## src/hdl/xtea_pkg.sv

```systemverilog
`timescale 1ns / 1ps
`default_nettype none
// ----------------------------------------------------------------------------
// XTEA package
// Types, constants and the round mixing function of the XTEA cipher engine.
// ----------------------------------------------------------------------------
package xtea_pkg;

  localparam logic [31:0] XTEA_DELTA = 32'h9E37_79B9;

  localparam logic [31:0] KEY_RESET_0 = 32'hF8E9_EBDE;
  localparam logic [31:0] KEY_RESET_1 = 32'h53CE_00F7;
  localparam logic [31:0] KEY_RESET_2 = 32'h2FE1_2FE3;
  localparam logic [31:0] KEY_RESET_3 = 32'h04DC_EE29;
  localparam logic [7:0]  ROUNDS_RESET = 8'd32;

  localparam int WORD_W  = 32;
  localparam int ROUND_W = 8;
  localparam int INDEX_W = 3;

  typedef enum logic [INDEX_W-1:0] {
    REG_KEY_0  = 3'd0,
    REG_KEY_1  = 3'd1,
    REG_KEY_2  = 3'd2,
    REG_KEY_3  = 3'd3,
    REG_ROUNDS = 3'd4
  } reg_index_t;

  typedef enum logic {
    OP_ENCRYPT = 1'b0,
    OP_DECRYPT = 1'b1
  } opcode_t;

  typedef enum logic [1:0] {
    ST_IDLE   = 2'd0,
    ST_HALF_A = 2'd1,
    ST_HALF_B = 2'd2,
    ST_FLUSH  = 2'd3
  } state_t;

  function automatic logic [WORD_W-1:0] mix(input logic [WORD_W-1:0] x);
    return ((x << 4) ^ (x >> 5)) + x;
  endfunction

endpackage : xtea_pkg
`default_nettype wire

```

## src/hdl/xtea_block_cipher_top.sv

```systemverilog
`timescale 1ns / 1ps
`default_nettype none
// ----------------------------------------------------------------------------
// XTEA block cipher engine
// Encrypts or decrypts one 64-bit block with a 128-bit key and a programmable
// number of rounds.
// ----------------------------------------------------------------------------
// One shared half-round unit does all the work, one Feistel half round per
// clock. A block is taken when the engine is idle; it then runs two half
// rounds per round and waits in the flush state until the output register
// is free. The engine is ready for the next block in the same cycle that
// the result enters the output register; the default is 32 rounds. With a
// round count of zero the block passes through unchanged.
// The output register holds a finished result until it is taken, while the
// engine is free to accept and work on the next block.
module xtea_block_cipher_top
  import xtea_pkg::*;
(
  input  wire logic                 clk,
  input  wire logic                 rst,
  input  wire logic                 s_axis_tvalid,
  output logic                      s_axis_tready,
  input  wire logic [2*WORD_W-1:0]  s_axis_tdata,   // block_word_0, block_word_1
  input  wire logic                 s_axis_tuser,   // opcode
  output logic                      m_axis_tvalid,
  input  wire logic                 m_axis_tready,
  output logic [2*WORD_W-1:0]       m_axis_tdata,   // result_word_0, result_word_1
  input  wire logic                 cfg_wen,
  input  wire logic [INDEX_W-1:0]   cfg_index,
  input  wire logic [WORD_W-1:0]    cfg_data
);

  state_t             state;
  state_t             state_next;
  logic [WORD_W-1:0]  key [4];
  logic [ROUND_W-1:0] round_count;
  logic [ROUND_W-1:0] count;
  opcode_t            op;
  logic [WORD_W-1:0]  v0;
  logic [WORD_W-1:0]  v1;
  logic [WORD_W-1:0]  sum;
  logic [WORD_W-1:0]  res0;
  logic [WORD_W-1:0]  res1;
  logic               out_valid;

  logic               in_xfer;
  logic               out_free;
  logic               tgt_is_v1;
  logic               run;
  logic               last_round;
  logic [WORD_W-1:0]  unit_x;
  logic [WORD_W-1:0]  unit_t;
  logic [1:0]         key_sel;
  logic [WORD_W-1:0]  unit_f;
  logic [WORD_W-1:0]  unit_res;
  logic [WORD_W-1:0]  sum_init;

  assign in_xfer    = s_axis_tvalid && s_axis_tready;
  assign out_free   = !out_valid || m_axis_tready;
  assign last_round = (count == ROUND_W'(1));
  assign sum_init   = (opcode_t'(s_axis_tuser) == OP_DECRYPT) ?
                      WORD_W'(XTEA_DELTA * WORD_W'(round_count)) : '0;

  always_comb begin
    state_next = state;
    case (state)
      ST_IDLE: begin
        if (in_xfer) begin
          state_next = (round_count == '0) ? ST_FLUSH : ST_HALF_A;
        end
      end
      ST_HALF_A: state_next = ST_HALF_B;
      ST_HALF_B: state_next = last_round ? ST_FLUSH : ST_HALF_A;
      ST_FLUSH: begin
        if (out_free) begin
          state_next = ST_IDLE;
        end
      end
      default: state_next = ST_IDLE;
    endcase
  end

  always_comb begin
    s_axis_tready = 1'b0;
    run           = 1'b0;
    tgt_is_v1     = 1'b0;
    case (state)
      ST_IDLE:   s_axis_tready = 1'b1;
      ST_HALF_A: begin
        run       = 1'b1;
        tgt_is_v1 = (op == OP_DECRYPT);
      end
      ST_HALF_B: begin
        run       = 1'b1;
        tgt_is_v1 = (op == OP_ENCRYPT);
      end
      default: ;
    endcase
  end

  always_comb begin
    unit_x   = tgt_is_v1 ? v0 : v1;
    unit_t   = tgt_is_v1 ? v1 : v0;
    key_sel  = tgt_is_v1 ? sum[12:11] : sum[1:0];
    unit_f   = mix(unit_x) ^ (sum + key[key_sel]);
    unit_res = (op == OP_DECRYPT) ? (unit_t - unit_f) : (unit_t + unit_f);
  end

  always_ff @(posedge clk) begin
    if (rst) begin
      state     <= ST_IDLE;
      out_valid <= 1'b0;
      count     <= '0;
    end else begin
      state <= state_next;
      if (in_xfer) begin
        count <= round_count;
      end else if (state == ST_HALF_B) begin
        count <= count - ROUND_W'(1);
      end
      if (state == ST_FLUSH && out_free) begin
        out_valid <= 1'b1;
      end else if (m_axis_tready) begin
        out_valid <= 1'b0;
      end
    end
  end

  always_ff @(posedge clk) begin
    if (rst) begin
      key[0]      <= KEY_RESET_0;
      key[1]      <= KEY_RESET_1;
      key[2]      <= KEY_RESET_2;
      key[3]      <= KEY_RESET_3;
      round_count <= ROUNDS_RESET;
    end else if (cfg_wen) begin
      case (cfg_index)
        REG_KEY_0:  key[0] <= cfg_data;
        REG_KEY_1:  key[1] <= cfg_data;
        REG_KEY_2:  key[2] <= cfg_data;
        REG_KEY_3:  key[3] <= cfg_data;
        REG_ROUNDS: round_count <= cfg_data[ROUND_W-1:0];
        default: ;
      endcase
    end
  end

  always_ff @(posedge clk) begin
    if (in_xfer) begin
      op  <= opcode_t'(s_axis_tuser);
      v0  <= s_axis_tdata[WORD_W-1:0];
      v1  <= s_axis_tdata[2*WORD_W-1:WORD_W];
      sum <= sum_init;
    end else if (run) begin
      if (tgt_is_v1) begin
        v1 <= unit_res;
      end else begin
        v0 <= unit_res;
      end
      if (state == ST_HALF_A) begin
        sum <= (op == OP_DECRYPT) ? (sum - XTEA_DELTA) : (sum + XTEA_DELTA);
      end
    end
    if (state == ST_FLUSH && out_free) begin
      res0 <= v0;
      res1 <= v1;
    end
  end

  assign m_axis_tvalid = out_valid;
  assign m_axis_tdata  = {res1, res0};

`ifndef SYNTH
  a_rise_after_flush: assert property (@(posedge clk) disable iff (rst)
    $rose(m_axis_tvalid) |-> $past(state) == ST_FLUSH)
    else $error("result became valid without a finished block");

  a_count_live: assert property (@(posedge clk) disable iff (rst)
    (state == ST_HALF_A || state == ST_HALF_B) |-> count != '0)
    else $error("round counter empty while rounds are running");

  a_zero_rounds: assert property (@(posedge clk) disable iff (rst)
    (in_xfer && round_count == '0) |=> state == ST_FLUSH)
    else $error("zero-round block did not go straight to the output");

  a_half_pair: assert property (@(posedge clk) disable iff (rst)
    state == ST_HALF_A |=> state == ST_HALF_B)
    else $error("first half round not followed by the second");

  a_decrypt_sum: assert property (@(posedge clk) disable iff (rst)
    (state == ST_HALF_B && last_round && op == OP_DECRYPT) |=> sum == '0)
    else $error("decryption sum did not return to zero");
`endif

endmodule : xtea_block_cipher_top
`default_nettype wire

```

## config.mk

```make
export PLATFORM = sky130hd
export DESIGN_NAME = xtea_block_cipher_top
export DESIGN_NICKNAME = d
export VERILOG_FILES = /design/src/hdl/xtea_pkg.sv /design/src/hdl/xtea_block_cipher_top.sv
export SDC_FILE = /design/constraint.sdc
export NUM_CORES = 1
export LEC_CHECK = 0
export ABC_CLOCK_PERIOD_IN_PS = 7800
export BUFFER_PORTS_ARGS = -buffer_cell sky130_fd_sc_hd__buf_2
export CORE_MARGIN = 5
export CORE_UTILIZATION = 28
export DETAILED_ROUTE_END_ITERATION = 10
export GPL_TIMING_DRIVEN = 0
export PLACE_DENSITY = 0.42
export SYNTH_ARGS = -nofsm -noshare
export SYNTH_HDL_FRONTEND = slang
export SYNTH_SLANG_ARGS = --single-unit
```

## constraint.sdc

```tcl
create_clock -name clk -period 7.8 [get_ports clk]
set_clock_uncertainty 0.2 [all_clocks]
set_input_delay 1.56 -clock clk [delete_from_list [all_inputs] [get_ports clk]]
set_output_delay 1.56 -clock clk [all_outputs]
set_load 0.01 [all_outputs]
```

==> results of run 1 <==
==> layout by cell type (no fill, tap or decap), drive strengths merged, types with 19 or more instances in the layout <==
cell type / n
o21a: 37
nand2: 203
nand4: 21
or2: 61
and2: 24
xnor2: 149
and3: 59
buf: 231
nor2: 100
a211oi: 20
xor2: 70
clkbuf: 100
nand3: 29
edfxtp: 289
nor2b: 20
inv: 157
mux2i: 22
mux4: 32
ha: 202
a21o: 86
nand2b: 29
mux2: 46
a21oi: 140
o22ai: 20
a31oi: 30
o21ai: 96
nor3: 30
fa: 66
dfxtp: 19
==> layer usage <==
metal,vias to the layer above,global-route usage (%)
li1,8803,-
met3,97,2.40
met2,454,30.0
met1,9116,22.7
met5,-,0
met4,0,4.26
==> state kept, by name, indices dropped and copies added, names as in the netlist <==
signal	count
state	2
op	1
res0	32
v0	32
count	8
res1	32
m_axis_tvalid	1
key	128
v1	32
sum	32
round_count	8
==> worst register-to-register path, delay by kind of cell, from the launching register on <==
kind	cells	cell delay (ps)
compound gates	9	2230
simple gates	9	1700
mux	3	1140
fa+ha+maj	2	660
buf+inv	4	650
flops	1	490
xor+xnor	2	430
==> layout make-up <==
type                            count  area (µm²)  share of cell area, %
Tap cell                         1144        1430                   4.99
Timing Repair Buffer              221        1390                   4.83
Buffer                             61         320                   1.12
Sequential cell                   308        9060                   31.6
Multi-Input combinational cell   1741       14800                   51.4
Inverter                          156         586                   2.04
Clock buffer                       49         971                   3.38
Clock inverter                     11         178                  0.619
==> final timing paths <==
kind	to	slack, ps	depth (start not counted)
setup reg to reg	v1[31]$_DFFE_PP_	200	29
setup / recovery	v1[31]$_DFFE_PP_	200	29
hold reg to reg	res0[28]$_DFFE_PP_	280	0
hold / removal	res0[28]$_DFFE_PP_	280	0
==> kinds of logic (layout without fill, tap and decap cells) <==
group | count (synthesis) | in the layout
fa+ha+maj | 268 | 268
simple gates | 611 | 611
compound gates | 541 | 541
flops | 308 | 308
buf+inv | 220 | 498
xor+xnor | 221 | 221
mux | 100 | 100
==> stage by stage <==
step | std cells | worst slack, ps | hold WS, ps | util (%) | TNS (ps)
2_1_floorplan | 2269 | 182 | 240 | - | 0
3_3_place_gp | 3583 | -2760 | 264 | 30.8 | -78780
3_5_place_dp | 3590 | -2750 | 266 | 31.0 | -80040
4_1_cts | 3673 | 6.41 | 279 | 33.1 | 0
5_1_grt | 3691 | -71.2 | 299 | 33.8 | -231
6_report | 3691 | 204 | 276 | 33.8 | 0
==> timing repair <==
action / 4_1_cts / 5_1_grt
resized for setup: 85 / 89
setup endpoints to repair: 48 / 20
buffers inserted: 24 / 20
pin swaps: 15 / 37
==> reports/results.tsv, run 1 <==
stage	metric	value	unit
die	die_area	91000	µm²
synthesis	synth_ff_type	edfxtp_1	
synthesis	synthMuxAreaShare	6.19	%
detailed_routing	routed_wl	80.7	mm
min_path	hold_class	flip-flop to flip-flop	
timing	fmax	0.132	GHz
detailed_routing	antenna_left	0	
synthesis	yosysWarnings	0	
setup_path	path_max_fanout	10	
place	placed_cell_area	26300	µm²
synthesis	yosysTopAreaCell	edfxtp_1	
synthesis	yosys.area_share.adder	16.1	%
job	maxCapViolCount	0	
setup_path	critPathKind	flip-flop to flip-flop	
clock_network	cts_buffer_depth	3	
detailed_routing	wl_per_cell	21.9	µm
timing	worst_pin_slew	1160	ps
grt	track_usage	17.2	%
detailed_routing	met2WireLength	39.1	mm
timing	final_hold_viol_count	0	
setup_path	slowest_delay	660	ps
grt	grt_antenna_before_repair	0	
clock_network	cts_tree	yes	
place	place_congestion	0.905	
die	initial_core_util	28.1	%
synthesis	synth-xor-area-share	8.24	%
synthesis	async_reset_ff_share	0	%
detailed_routing	topRoutingLayerUsed	met4	
detailed_routing	dr.first_iter.drc_count	1084	
synthesis	synth.ff_latch_count	308	
detailed_routing	post_drt_via_cell_ratio	5.00	
finish	fin_nets	2898	
synthesis	synth_common_cells	edfxtp_1, nand2_1, ha_1, inv_1, xnor2_1	
die	fp.coreArea	84900	µm²
synthesis	synth_cell_types	88	
grt	overflow	0	
setup_path	startpoint	op$_DFFE_PP_	
detailed_routing	drtPass1Iterations	5	
finish	design_area	28700	µm²
synthesis	syn_nets	2642	
timing	maxSlewHeadroom	20.5	%
setup_path	cpMaxStageDelayCell	mux4_2	
synthesis	synthSimpleGateAreaFrac	12.9	%
die	row_count	107	
grt	grt_pass1_wl	119	mm
detailed_routing	wl_met3	3.72	mm
synthesis	synth_top_area_share	36.4	%
setup_path	endpoint_kind	flip-flop	
detailed_routing	vias	18500	
clock_network	cts.clk_slew.worst_paths	80	ps
die	io-pin-count	171	
timing	setup_viol	0	
timing	final.period_utilization	97.4	%
place	dpl.hpwl	63.7	mm
setup_path	cp_data_arrival_time	7820	ps
synthesis	synthTopCellsByArea	edfxtp_1, ha_1, fa_1	
synthesis	synth_edf_count	289	
synthesis	yosysSeqAreaShare	38.0	%
synthesis	netlist_area	23800	µm²
setup_path	startpoint_type	flip-flop	
grt	grt_max_degree	34	
clock_network	cts_inserted_buffers	36	
synthesis	synth_most_common_cell	edfxtp_1	
finish	syn_to_final_growth	20.4	%
detailed_routing	wl_met1	35.9	mm
finish	nFillCells	8711	
setup_path	worstPathBufferInverterCount	4	
clock_network	clock_sinks	308	
setup_path	cpMostUsedCell	buf_12	
clock_network	hold_buffers	0	
timing	maxSlewViolCount	0	
setup_path	crit_required	8020	ps
timing	finalCriticalPeriod	7600	ps
synthesis	synth.avg_cell_area	10.5	µm²
finish	n_antenna_cell	0	
clock_network	h-tree-depth	2	
setup_path	cpLargestDelayFamily	compound AO/OA/AOI/OAI gates	
status	status	completed	
finish	layout-drive-gt1-share	21.6	%
min_path	worstHoldStart	v0[28]$_DFFE_PP_	
die	die_w	302	µm
setup_path	reg2reg_from	op$_DFFE_PP_	
detailed_routing	drc_errors	0	
synthesis	syn_inst	2269	
clock_network	clkLatencyLatePin	560	ps
synthesis	synth_compound_area_share	15.0	%
place	io_buffers	170	
clock_network	root_buffer	clkbuf_16	
grt	grt_pass1_vias	18800	
synthesis	synth_top_family_by_area	adder cells	
die	chipHeight	302	µm
Power of run 1 is not shown: default switching activity piles up to over one toggle a cycle in this logic, so the estimate is an artifact.
==> inputs of run 2 (changes only) <==
--- a/config.mk
+++ b/config.mk
@@ -5,6 +5,7 @@
 export SDC_FILE = /design/constraint.sdc
 export NUM_CORES = 1
 export LEC_CHECK = 0
+export ABC_AREA = 1
 export ABC_CLOCK_PERIOD_IN_PS = 7800
 export BUFFER_PORTS_ARGS = -buffer_cell sky130_fd_sc_hd__buf_2
 export CORE_MARGIN = 5
==> reports/results.tsv, run 2 <==
stage	metric	value	unit	change
die	fp.coreArea	91800	µm²	+8.2%
place	dpl.hpwl	77.8	mm	+22%
min_path	hold_class	flip-flop to flip-flop		
setup_path	cpLargestDelayFamily	compound AO/OA/AOI/OAI gates		
grt	overflow	0		unchanged
detailed_routing	routed_wl	94.1	mm	+17%
synthesis	yosysSeqAreaShare	34.9	%	-3.1 points
setup_path	slowest_delay	470	ps	-190 ps
timing	maxSlewViolCount	0		unchanged
setup_path	cpMostUsedCell	nand2_1		
clock_network	root_buffer	clkbuf_16		
synthesis	netlist_area	25900	µm²	+8.9%
detailed_routing	post_drt_via_cell_ratio	4.65		-7.0%
synthesis	synth_ff_type	edfxtp_1		
detailed_routing	vias	23000		+24%
die	die_area	98900	µm²	+8.6%
die	chipHeight	314	µm	+4.2%
clock_network	cts_inserted_buffers	39		+8.3%
setup_path	path_max_fanout	10		unchanged
timing	finalCriticalPeriod	7160	ps	-434 ps
synthesis	syn_inst	3444		+52%
timing	final.period_utilization	91.8	%	-5.6 points
timing	whs	249	ps	-27.1 ps
finish	fin_nets	4039		+39%
place	io_buffers	170		unchanged
detailed_routing	antenna_left	0		unchanged
synthesis	synth.ff_latch_count	308		unchanged
clock_network	clock_sinks	308		unchanged
finish	syn_to_final_growth	15.8	%	
setup_path	startpoint_type	flip-flop		
synthesis	yosysTopAreaCell	edfxtp_1		
timing	rsz0062_at_grt	false		
clock_network	cts.clk_slew.worst_paths	60	ps	-20 ps
setup_path	crit_required	7920	ps	-100 ps
detailed_routing	dr.first_iter.drc_count	1428		+32%
timing	final.setup.worst_slack	638	ps	+434 ps
clock_network	h-tree-depth	2		unchanged
timing	fmax	0.140	GHz	+6.1%
synthesis	yosysWarnings	0		unchanged
finish	layout_common_cells	nand2_1, inv_1, nor2_1, edfxtp_1, a21oi_1		
die	die_w	314	µm	+4.2%
detailed_routing	drtPass1Iterations	6		+1
finish	layout-drive-gt1-share	10.3	%	-11 points
place	pre_cts_ws	-650	ps	+2100 ps
synthesis	synth_common_cells	nand2_1, inv_1, nor2_1, edfxtp_1, a21oi_1		
synthesis	synthTopCellsByArea	edfxtp_1, nand2_1, ha_1		
grt	grt_pass1_wl	141	mm	+19%
setup_path	cp_data_arrival_time	7280	ps	-540 ps
grt	grt_max_degree	33		-2.9%
synthesis	syn_nets	3817		+44%
finish	final_common_cell	nand2_1		
synthesis	async_reset_ff_share	0	%	unchanged
grt	track_usage	18.7	%	+1.5 points
grt	grt_pass1_vias	23300		+24%
finish	top_register	key		
place	place_congestion	0.898		-0.78%
synthesis	synth_edf_count	289		unchanged
setup_path	critPathKind	flip-flop to flip-flop		
die	row_count	111		+3.7%
clock_network	clkLatencyLatePin	580	ps	+20 ps
status	status	completed		
timing	tns	0	ps	unchanged
synthesis	synth_cell_types	60		-32%
clock_network	cts_buffer_depth	3		unchanged
detailed_routing	wl_per_cell	19.1	µm	-13%
setup_path	endpoint_kind	flip-flop		
synthesis	synth_top_area_share	33.4	%	-3.0 points
timing	maxSlewHeadroom	21.1	%	+0.62 points
job	maxCapViolCount	0		unchanged
synthesis	synth.avg_cell_area	7.53	µm²	-28%
timing	setup_viol	0		unchanged
finish	largest_register_ffs	128		unchanged
grt	grt_antenna_before_repair	1		+1
detailed_routing	drc_errors	0		unchanged
synthesis	synth_most_common_cell	nand2_1		
timing	final_hold_viol_count	0		unchanged
setup_path	cpMaxStageDelayCell	a21oi_1		
clock_network	cts_tree	yes		
setup_path	worstPathBufferInverterCount	6		+2
die	io-pin-count	171		unchanged
timing	worst_pin_slew	1180	ps	+20.8 ps
die	initial_core_util	28.3	%	+0.19 points
-- run 2: cell types whose count changed after synthesis, sizes merged, moves of 109 or more --
cell   previous run  this run
inv             156       527
nand3            29       143
nor2            100       379
nand2           203       995
xnor2           149        40
o21ai            96       206
-- run 2: per-stage QoR --
stage / area, µm² / instances / utilization, %
after CTS: 29800 / 4935 / 32.5
after floorplan: 25900 / 3444 / -
after global placement: 28400 / 4857 / 30.9
after detailed placement: 28600 / 4865 / 31.1
final: 30000 / 4939 / 32.7
after global routing: 30000 / 4937 / 32.7
-- run 2: cell type report --
class / instances / area, µm²
multi-input cells: 2541 / 14900
diodes: 2 / 5.00
plain buffers: 64 / 299
clock buffers: 46 / 1020
clock inverters: 23 / 159
flip-flops and latches: 308 / 9060
inverters: 529 / 1990
well taps: 1243 / 1560
repair buffers: 183 / 1050
fillers: 9967 / 61800
-- run 2: logic make-up (layout without fill, tap and decap cells) --
| logic type | after synthesis | in the layout | synth area share (%) |
|---|---|---|---|
| other | 0 | 2 | 0 |
| adders and majority gates | 268 | 268 | 14.8 |
| DFF | 308 | 308 | 34.9 |
| and+or+nand+nor | 1613 | 1613 | 25.7 |
| xor gates and xnor gates | 116 | 116 | 4.05 |
| AOI/OAI and AO/OA | 544 | 544 | 11.8 |
| buffers and inverters | 595 | 845 | 8.70 |
-- run 2: path summary, 6_finish.rpt --
kind	startpoint	to	slack, ps	depth (start not counted)
setup / recovery	state[0]$_SDFFE_PP0P_	v0[30]$_DFFE_PP_	640	34
hold / removal	v0[11]$_DFFE_PP_	res0[11]$_DFFE_PP_	250	0
setup reg to reg	state[0]$_SDFFE_PP0P_	v0[30]$_DFFE_PP_	640	34
hold reg to reg	v0[11]$_DFFE_PP_	res0[11]$_DFFE_PP_	250	0
-- run 2: timing repair --
item	in CTS	in global routing
buffers inserted	1	4
gates resized for setup	14	75
setup endpoints to repair	40	36
hold buffers	0	0
pin swaps	0	1
-- run 2: metal layers --
metal,GRT usage (%),wire [µm]
met4,5.16,2660
met1,24.3,42300
met5,0,0
met3,2.40,4010
met2,33.0,45200
Power of run 2 is left out for the same reason.
